## config.mk

```make
export PLATFORM = sky130hd
export DESIGN_NAME = sack_header_parser
export DESIGN_NICKNAME = d
export VERILOG_FILES = /design/src/rtl/sack_hp_pkg.sv /design/src/rtl/sack_hp_core.sv /design/src/rtl/sack_hp_outq.sv /design/src/rtl/sack_header_parser.sv
export SDC_FILE = /design/constraint.sdc
export NUM_CORES = 2
export LEC_CHECK = 0
export BUFFER_PORTS_ARGS = -buffer_cell sky130_fd_sc_hd__buf_2
export CORE_MARGIN = 3
export CORE_UTILIZATION = 61
export DETAILED_ROUTE_END_ITERATION = 16
export GPL_ROUTABILITY_DRIVEN = 1
export PLACE_DENSITY_LB_ADDON = 0.08
export SYNTH_ARGS = -nofsm -noshare
export SYNTH_HDL_FRONTEND = slang
export SYNTH_SLANG_ARGS = --single-unit
```

## constraint.sdc

```tcl
create_clock -name clk -period 18.9 [get_ports clk]
set_input_delay 0.945 -clock clk [delete_from_list [all_inputs] [get_ports clk]]
set_output_delay 0.945 -clock clk [all_outputs]
set_load 0.005 [all_outputs]
```

## src/rtl/sack_hp_pkg.sv

```systemverilog
// shared types, constants and codes of the selective-ack header parser
package sack_hp_pkg;

	localparam int MAX_ACK_PAIRS      = 32;
	localparam int ACK_FLAG_BIT       = 0;
	localparam int MAX_DATAGRAM_BYTES = 2048;

	localparam logic [15:0] HDR_BYTES         = 16'd16;
	localparam logic [2:0]  PAIR_LAST_BYTE    = 3'd7;
	localparam int          VERSION_SHIFT     = 12;
	localparam logic [15:0] MAX_PAYLOAD_RESET = 16'(MAX_DATAGRAM_BYTES - 16);
	localparam logic [15:0] ACK_PAIR_LIMIT    = 16'(MAX_ACK_PAIRS);

	localparam logic [2:0] ST_OK         = 3'd0;
	localparam logic [2:0] ST_SHORT_HDR  = 3'd1;
	localparam logic [2:0] ST_SHORT_ACKS = 3'd2;
	localparam logic [2:0] ST_MANY_PAIRS = 3'd3;
	localparam logic [2:0] ST_PAIR_ORDER = 3'd4;
	localparam logic [2:0] ST_DATA_LEN   = 3'd5;

	localparam logic KIND_PAIR    = 1'b0;
	localparam logic KIND_VERDICT = 1'b1;

	typedef struct packed {
		logic [7:0] byte_in;
		logic       end_of_datagram;
	} in_item_t;

	typedef struct packed {
		logic        item_kind;
		logic        last_of_run;
		logic        header_valid;
		logic [2:0]  status_code;
		logic [11:0] flag_bits;
		logic [3:0]  version_out;
		logic [15:0] length_field;
		logic [31:0] sequence_id;
		logic [63:0] packet_number;
		logic [31:0] pair_left;
		logic [31:0] pair_right;
		logic [15:0] bytes_consumed;
	} out_item_t;

	// results produced by one byte, pushed into the output queue
	typedef struct packed {
		logic [1:0] count;
		out_item_t  first;
		out_item_t  second;
	} res_push_t;

endpackage

```

## src/rtl/sack_hp_core.sv

```systemverilog
// datagram state, header assembly, pair checks and verdict for one byte
module sack_hp_core (
	input  logic                   clk,
	input  logic                   arst_n,
	input  logic                   go,
	input  sack_hp_pkg::in_item_t  item_s1,
	input  logic                   cfg_we,
	input  logic [15:0]            cfg_wdata,
	output sack_hp_pkg::res_push_t res
);

	logic [15:0] max_payload_q;
	logic [15:0] byte_count_q;
	logic [15:0] raw_flags_q;
	logic [15:0] raw_length_q;
	logic [31:0] raw_sequence_q;
	logic [63:0] raw_packet_id_q;
	logic [63:0] pair_shift_q;
	logic [31:0] previous_right_q;
	logic [7:0]  pairs_seen_q;
	logic [2:0]  latched_error_q;

	logic [15:0] byte_count_d;
	logic [15:0] raw_flags_d;
	logic [15:0] raw_length_d;
	logic [31:0] raw_sequence_d;
	logic [63:0] raw_packet_id_d;
	logic [63:0] pair_shift_d;
	logic [31:0] previous_right_d;
	logic [7:0]  pairs_seen_d;
	logic [2:0]  latched_error_d;

	logic [7:0]  b;
	logic        last;
	logic        in_pairs;
	logic        pair_done;
	logic [63:0] shifted;
	logic [31:0] pl;
	logic [31:0] pr;
	logic [31:0] d_lr;
	logic [31:0] d_lp;
	logic        bad_order;
	logic        is_ack_d;
	logic [15:0] payload;
	logic [18:0] need;
	logic [18:0] consumed_w;
	logic [15:0] consumed;
	logic [2:0]  status;
	sack_hp_pkg::out_item_t pair_item;
	sack_hp_pkg::out_item_t verdict_item;

	assign b    = item_s1.byte_in;
	assign last = item_s1.end_of_datagram;

	always_comb begin
		raw_flags_d      = raw_flags_q;
		raw_length_d     = raw_length_q;
		raw_sequence_d   = raw_sequence_q;
		raw_packet_id_d  = raw_packet_id_q;
		pair_shift_d     = pair_shift_q;
		previous_right_d = previous_right_q;
		pairs_seen_d     = pairs_seen_q;
		latched_error_d  = latched_error_q;
		shifted          = {pair_shift_q[55:0], b};
		pl               = shifted[63:32];
		pr               = shifted[31:0];
		d_lr             = pl - pr;
		d_lp             = pl - (previous_right_q + 32'd1);
		bad_order        = ((d_lr != 32'd0) && !d_lr[31]) || !((d_lp != 32'd0) && !d_lp[31]);
		in_pairs         = 1'b0;
		pair_done        = 1'b0;
		if (byte_count_q < sack_hp_pkg::HDR_BYTES) begin
			priority if (byte_count_q < 16'd2) begin
				raw_flags_d = {raw_flags_q[7:0], b};
			end else if (byte_count_q < 16'd4) begin
				raw_length_d = {raw_length_q[7:0], b};
			end else if (byte_count_q < 16'd8) begin
				raw_sequence_d = {raw_sequence_q[23:0], b};
			end else begin
				raw_packet_id_d = {raw_packet_id_q[55:0], b};
			end
			if (byte_count_q == sack_hp_pkg::HDR_BYTES - 16'd1) begin
				previous_right_d = raw_sequence_q - 32'd1;
			end
		end else begin
			in_pairs = raw_flags_q[sack_hp_pkg::ACK_FLAG_BIT] && (raw_length_q != 16'd0) &&
				(raw_length_q <= sack_hp_pkg::ACK_PAIR_LIMIT) &&
				({8'd0, pairs_seen_q} < raw_length_q);
			if (in_pairs) begin
				pair_shift_d = shifted;
				if (byte_count_q[2:0] == sack_hp_pkg::PAIR_LAST_BYTE) begin
					pair_done = 1'b1;
					if ((latched_error_q == sack_hp_pkg::ST_OK) && bad_order) begin
						latched_error_d = sack_hp_pkg::ST_PAIR_ORDER;
					end
					previous_right_d = pr;
					pairs_seen_d     = pairs_seen_q + 8'd1;
					pair_shift_d     = 64'd0;
				end
			end
		end
		byte_count_d = (byte_count_q != 16'hFFFF) ? byte_count_q + 16'd1 : byte_count_q;
	end

	// verdict from the state after this byte
	always_comb begin
		is_ack_d   = raw_flags_d[sack_hp_pkg::ACK_FLAG_BIT];
		payload    = byte_count_d - sack_hp_pkg::HDR_BYTES;
		need       = {raw_length_d, 3'b000};
		consumed_w = 19'(sack_hp_pkg::HDR_BYTES);
		status     = sack_hp_pkg::ST_OK;
		if (byte_count_d < sack_hp_pkg::HDR_BYTES) begin
			status = sack_hp_pkg::ST_SHORT_HDR;
		end else if (is_ack_d) begin
			if (raw_length_d != 16'd0) begin
				consumed_w = 19'(sack_hp_pkg::HDR_BYTES) + need;
				priority if ({3'b000, payload} < need) begin
					status = sack_hp_pkg::ST_SHORT_ACKS;
				end else if (raw_length_d > sack_hp_pkg::ACK_PAIR_LIMIT) begin
					status = sack_hp_pkg::ST_MANY_PAIRS;
				end else if ({3'b000, payload} != need) begin
					status = sack_hp_pkg::ST_DATA_LEN;
				end else if (latched_error_d != sack_hp_pkg::ST_OK) begin
					status = latched_error_d;
				end
			end else if (payload != 16'd0) begin
				status = sack_hp_pkg::ST_DATA_LEN;
			end
		end else if ((raw_length_d == 16'd0) || (raw_length_d > max_payload_q) ||
				(raw_length_d != payload)) begin
			status = sack_hp_pkg::ST_DATA_LEN;
		end
		consumed = consumed_w[15:0];
	end

	always_comb begin
		pair_item             = '0;
		pair_item.item_kind   = sack_hp_pkg::KIND_PAIR;
		pair_item.last_of_run = !last;
		pair_item.pair_left   = pl;
		pair_item.pair_right  = pr;

		verdict_item              = '0;
		verdict_item.item_kind    = sack_hp_pkg::KIND_VERDICT;
		verdict_item.last_of_run  = 1'b1;
		verdict_item.header_valid = (status == sack_hp_pkg::ST_OK);
		verdict_item.status_code  = status;
		if (byte_count_d >= sack_hp_pkg::HDR_BYTES) begin
			verdict_item.flag_bits     = raw_flags_d[11:0];
			verdict_item.version_out   = raw_flags_d[15:sack_hp_pkg::VERSION_SHIFT];
			verdict_item.length_field  = raw_length_d;
			verdict_item.sequence_id   = raw_sequence_d;
			verdict_item.packet_number = raw_packet_id_d;
		end
		verdict_item.bytes_consumed = (status == sack_hp_pkg::ST_OK) ? consumed : 16'd0;

		res.count  = {1'b0, pair_done} + {1'b0, last};
		res.first  = pair_done ? pair_item : verdict_item;
		res.second = verdict_item;
	end

	always_ff @(posedge clk or negedge arst_n) begin
		if (!arst_n) begin
			max_payload_q <= sack_hp_pkg::MAX_PAYLOAD_RESET;
		end else if (cfg_we) begin
			max_payload_q <= cfg_wdata;
		end
	end

	always_ff @(posedge clk or negedge arst_n) begin
		if (!arst_n) begin
			byte_count_q     <= '0;
			raw_flags_q      <= '0;
			raw_length_q     <= '0;
			raw_sequence_q   <= '0;
			raw_packet_id_q  <= '0;
			pair_shift_q     <= '0;
			previous_right_q <= '0;
			pairs_seen_q     <= '0;
			latched_error_q  <= '0;
		end else if (go) begin
			if (last) begin
				byte_count_q     <= '0;
				raw_flags_q      <= '0;
				raw_length_q     <= '0;
				raw_sequence_q   <= '0;
				raw_packet_id_q  <= '0;
				pair_shift_q     <= '0;
				previous_right_q <= '0;
				pairs_seen_q     <= '0;
				latched_error_q  <= '0;
			end else begin
				byte_count_q     <= byte_count_d;
				raw_flags_q      <= raw_flags_d;
				raw_length_q     <= raw_length_d;
				raw_sequence_q   <= raw_sequence_d;
				raw_packet_id_q  <= raw_packet_id_d;
				pair_shift_q     <= pair_shift_d;
				previous_right_q <= previous_right_d;
				pairs_seen_q     <= pairs_seen_d;
				latched_error_q  <= latched_error_d;
			end
		end
	end

endmodule

```

## src/rtl/sack_hp_outq.sv

```systemverilog
// two-entry result queue, takes up to two results per cycle, gives one while out_stall is low
module sack_hp_outq (
	input  logic                   clk,
	input  logic                   arst_n,
	input  sack_hp_pkg::res_push_t push,
	output logic [1:0]             free,
	output logic                   out_valid,
	input  logic                   out_stall,
	output sack_hp_pkg::out_item_t out_data
);

	sack_hp_pkg::out_item_t ent0_q;
	sack_hp_pkg::out_item_t ent1_q;
	sack_hp_pkg::out_item_t ent0_d;
	sack_hp_pkg::out_item_t ent1_d;
	logic [1:0] count_q;
	logic [1:0] after_pop;
	logic       pop;

	assign out_valid = (count_q != 2'd0);
	assign out_data  = ent0_q;
	assign free      = 2'd2 - count_q;
	assign pop       = out_valid && !out_stall;
	assign after_pop = count_q - {1'b0, pop};

	always_comb begin
		ent0_d = pop ? ent1_q : ent0_q;
		ent1_d = ent1_q;
		if (push.count != 2'd0) begin
			if (after_pop[0]) begin
				ent1_d = push.first;
			end else begin
				ent0_d = push.first;
			end
		end
		if (push.count == 2'd2) begin
			ent1_d = push.second;
		end
	end

	always_ff @(posedge clk) begin
		ent0_q <= ent0_d;
		ent1_q <= ent1_d;
	end

	always_ff @(posedge clk or negedge arst_n) begin
		if (!arst_n) begin
			count_q <= '0;
		end else begin
			count_q <= after_pop + push.count;
		end
	end

endmodule

```

## src/rtl/sack_header_parser.sv

```systemverilog
// top level of the selective-ack datagram header parser
// One byte per transaction is accepted every cycle while in_stall is low. A byte is
// registered, then parsed against the datagram state and its results enter a two-entry
// output queue; a result passes the input register and then a queue entry before it
// appears. Most bytes give no result or one; a byte that both completes an ack pair and
// ends the datagram gives two, and the input register then holds its byte until the queue
// has two free entries. The byte before it never gives a result, so with an unstalled
// output the queue is empty by then and no cycle is lost; only out_stall can hold the
// input back. The register max_payload_q is written through cfg_we/cfg_wdata, resets to 2032.
module sack_header_parser (
	input  logic                   clk,
	input  logic                   arst_n,
	input  logic                   in_valid,
	output logic                   in_stall,
	input  sack_hp_pkg::in_item_t  in_data,
	output logic                   out_valid,
	input  logic                   out_stall,
	output sack_hp_pkg::out_item_t out_data,
	input  logic                   cfg_we,
	input  logic [15:0]            cfg_wdata
);

	logic                   valid_s1;
	sack_hp_pkg::in_item_t  item_s1;
	sack_hp_pkg::res_push_t res;
	sack_hp_pkg::res_push_t push;
	logic [1:0]             free;
	logic                   go;

	assign go       = valid_s1 && (res.count <= free);
	assign in_stall = valid_s1 && !go;

	always_comb begin
		push       = res;
		push.count = go ? res.count : 2'd0;
	end

	always_ff @(posedge clk or negedge arst_n) begin
		if (!arst_n) begin
			valid_s1 <= 1'b0;
		end else if (in_valid && !in_stall) begin
			valid_s1 <= 1'b1;
		end else if (go) begin
			valid_s1 <= 1'b0;
		end
	end

	always_ff @(posedge clk) begin
		if (in_valid && !in_stall) begin
			item_s1 <= in_data;
		end
	end

	sack_hp_core u_core (
		.clk       (clk),
		.arst_n    (arst_n),
		.go        (go),
		.item_s1   (item_s1),
		.cfg_we    (cfg_we),
		.cfg_wdata (cfg_wdata),
		.res       (res)
	);

	sack_hp_outq u_outq (
		.clk       (clk),
		.arst_n    (arst_n),
		.push      (push),
		.free      (free),
		.out_valid (out_valid),
		.out_stall (out_stall),
		.out_data  (out_data)
	);

endmodule
```

==> out/qor.txt <==
HPWL Detailed -> 71,300 um
chip height -> 249 um
Critical Path RT -> 19.40 ns
sequential cell area -> 0.0168 mm^2
Netlist Area Pre-Place -> 0.0359 mm^2
top_reg_cell synth -> dfxtp_1
vias in the first global route -> 28,225
FILL cells -> 4,736
Pins Over Slew Limit -> 0
final net count -> 4,235
routability cong. -> 0.970
Starting DRT DRC Count -> 3,714
yosys warns -> 0
Synth area leader -> dfrtp_1
Clock Sinks -> 696
Mean Syn Cell Area -> 8.90 um^2
final cycle utilization of the critical path -> 38.4%
maxcap violations -> 0
Slew @ Worst Pin -> 1.19 ns
Setup Total Neg Slack -> 0 ns
grt ovf -> 0
1st-pass router iterations -> 7
wire per inst -> 21.9 um
WL final -> 108,000 um
Clock Path Buffers -> 3
Clock transition at path regs -> 0.06 ns
DP Cell Count -> 4,782
clk_lat worst skew -> 0.62 ns
status -> finished, final reports clean
hold_buf cts -> 0
Final WS setup -> 11.63 ns
die width -> 249 um
DRC violations left -> 0
EDFF count, synth -> 154
f_max -> 138 MHz
antenna diode count -> 0
I/O Buffers -> 245
RSZ-0062 raised after global routing -> no
Pleak -> 16.9 nW
Rel. slew slack -> 20.8%
initial antenna violation count -> 0
cts bufs inserted -> 72
Core ar. -> 0.0579 mm^2
r2r worst-path depth -> 25
Hold Slack -> 0.293 ns
fin cells -> 4,915
crit path kind -> register to register
Synth async-reset ratio -> 37.6%
Initial Utilization -> 61.9%
worst endpoint data arrival time -> 7.77 ns
Final Skew -> 0.0249 ns
synthesized instance count -> 4,031
CTS tree -> yes
FP Rows -> 88
Resized Gates After CTS -> 0
critical path fanouts, max -> 16
Yosys cell types -> 84
vias -> 31,150
Vias/cell -> 6.34
global-route wire length before repair -> 166,000 um
CP Capture Type -> register
largest net degree at the start of global routing -> 146
CTS Root Cell -> clkbuf_16
# Post-CTS Setup Buffers -> 0
Area Growth Syn to Fin -> 11.1%
CP startpoint kind -> register
sequential share of the synthesized area -> 46.8%
layout cells sized above 1 -> 11.2%
pre-CTS setup slack -> 11.83 ns
H-tree depth -> 3
area taken by multi-input logic gates -> 0.0176 mm^2
Worst VDD drop -> 0.000132 V
largest cells by area after synthesis -> dfrtp_1, dfxtp_1, edfxtp_1
share of the synthesized area in the top cell type -> 17.8%
die area -> 0.0618 mm^2
Total Routing Usage GR -> 33.4%
clock period minus worst slack -> 7.27 ns
Synth Register Bits -> 696
final-report setup violation count -> 0
P per Cell Area -> 169 mW/mm^2
io pins -> 246
Min-Delay Path Class -> input port to asynchronous set/reset pin
endpoints failing hold -> 0
ANT nets after route -> 0
worst paths after layout:
path / from / slack (ns) / to
worst max register to register: u_core.byte_count_q[1] / 11.63 / u_outq.out_data[4]
min in group clk: u_outq.ent1_q[68] / 0.45 / u_outq.ent1_q[68]
max in group asynchronous: arst_n / 17.22 / u_core.pair_shift_q[25]
worst min register to register: u_outq.ent1_q[68] / 0.45 / u_outq.ent1_q[68]
worst max-delay path: u_core.byte_count_q[1] / 11.63 / u_outq.out_data[4]
worst min-delay path: arst_n / 0.29 / u_core.max_payload_q[3]
state kept, by name, indices dropped and copies added, names as in the netlist, 3 cells and up:
| register | cells |
|---|---|
| u_core.raw_length_q | 16 |
| u_outq.ent1_q | 211 |
| u_core.raw_sequence_q | 32 |
| u_core.byte_count_q | 16 |
| u_outq.out_data | 214 |
| u_core.raw_packet_id_q | 64 |
| u_core.max_payload_q | 16 |
| u_core.previous_right_q | 32 |
| u_core.pairs_seen_q | 8 |
| item_s1 | 9 |
| u_core.raw_flags_q | 16 |
| u_core.pair_shift_q | 56 |
| u_core.latched_error_q | 3 |
worst max-delay path, stage by stage (launching register included):
cell and delay, ns:
dfrtp_1 0.54, ha_1 0.38, nand3_1 0.24, nor3_1 0.48
and2_0 0.40, nor2_1 0.14, xnor2_1 0.24, ha_1 0.26
inv_1 0.06, a311oi_1 0.34, a31o_2 0.25, nand4_1 0.17
nor3_1 0.28, xor2_1 0.46, inv_1 0.09, ha_1 0.30
nand3_1 0.07, nor2_1 0.22, nand3_1 0.13, or4_1 0.49
nor2_1 0.13, a41oi_1 0.21, a31o_2 0.31, a2111oi_4 0.30
nor2_2 0.23, o41ai_1 0.43
synth_stat cells (16+ instances only):
| master | count |
|---|---|
| o211ai_1 | 17 |
| nand2b_1 | 16 |
| nor2b_1 | 19 |
| nor4_1 | 18 |
| a22oi_1 | 116 |
| edfxtp_1 | 154 |
| xor2_1 | 35 |
| clkbuf_1 | 277 |
| nand2_1 | 634 |
| a21oi_1 | 305 |
| and3_1 | 26 |
| dfrtp_1 | 255 |
| nor2_1 | 298 |
| mux2i_1 | 235 |
| o22ai_1 | 144 |
| ha_1 | 112 |
| or3_1 | 28 |
| a21o_1 | 32 |
| nand4_1 | 39 |
| o21ai_0 | 297 |
| o31ai_1 | 22 |
| nand3_1 | 111 |
| a211oi_1 | 18 |
| a31oi_1 | 77 |
| dfxtp_1 | 280 |
| inv_1 | 130 |
| xnor2_1 | 56 |
| nor3_1 | 52 |
placed cells by master (no fill, tap or decap), types with 11 or more instances in the layout:
cell,Yosys,routed
nor2b_1,19,19
a211oi_1,18,18
clkbuf_16,0,73
edfxtp_1,154,154
o22ai_1,144,144
nor4_1,18,18
nand4_1,39,39
or3_1,28,26
and2_1,14,13
buf_4,0,36
or4_1,14,14
dfrtp_1,255,255
nor2_1,298,294
nor3_1,52,50
o211ai_1,17,17
a21oi_1,305,305
dfxtp_1,280,280
clkinv_2,0,13
a21o_1,32,32
inv_1,130,130
xor2_1,35,35
ha_1,112,112
xnor2_1,56,56
a31oi_1,77,77
o31ai_1,22,20
nand2b_1,16,16
nand2_1,634,630
buf_2,13,244
nand3_1,111,110
clkbuf_1,277,15
and3_1,26,26
o21ai_0,297,297
mux2i_1,235,235
a22oi_1,116,116
o2111ai_1,12,12
and4_1,11,11
cell type report:
cell class,count,share of cell area [%]
Inverter,131,1.25
Timing Repair Buffer,283,3.88
Multi-Input combinational cell,2907,44.1
Sequential cell,696,42.1
Clock inverter,36,1.21
Tap cell,765,2.40
Clock buffer,97,5.04
routing by layer:
layer | global-route usage [%] | up-vias | share of wire [%]
met5 | 0 | - | 0
met4 | 13.8 | 0 | 4.6
met3 | 5.50 | 253 | 8.1
met2 | 52.3 | 1374 | 46
met1 | 46.4 | 14905 | 41
li1 | - | 14618 | -
report_power, final:
group          internal [mW]  total (mW)  leakage (nW)  switching [mW]
Sequential              1.97        2.38          7.32           0.404
Combinational           1.03        2.87          8.39            1.83
Clock                  0.879        1.50          1.22           0.618
per-stage QoR:
stage	cell area, um^2	power (mW)	utilization (%)
2_1_floorplan	35900	4.26	-
3_3_place_gp	37400	5.17	64.5
3_5_place_dp	37400	5.19	64.5
4_1_cts	39900	6.71	68.8
5_1_grt	39900	7.12	68.8
6_report	39900	6.74	68.8
cells by family (layout without fill, tap and decap cells):
group           Yosys count  count (layout)  share of synthesized area, %
compound gates         1136            1136                          19.2
xor+xnor                 91              91                          2.22
fa+ha+maj               114             114                          4.02
buf+inv                 434             547                          4.62
flops                   696             696                          46.8
mux                     242             242                          6.80
other cells               1               7                        0.0105
simple gates           1317            1317                          16.3
Power figures use the tool's default switching activity.
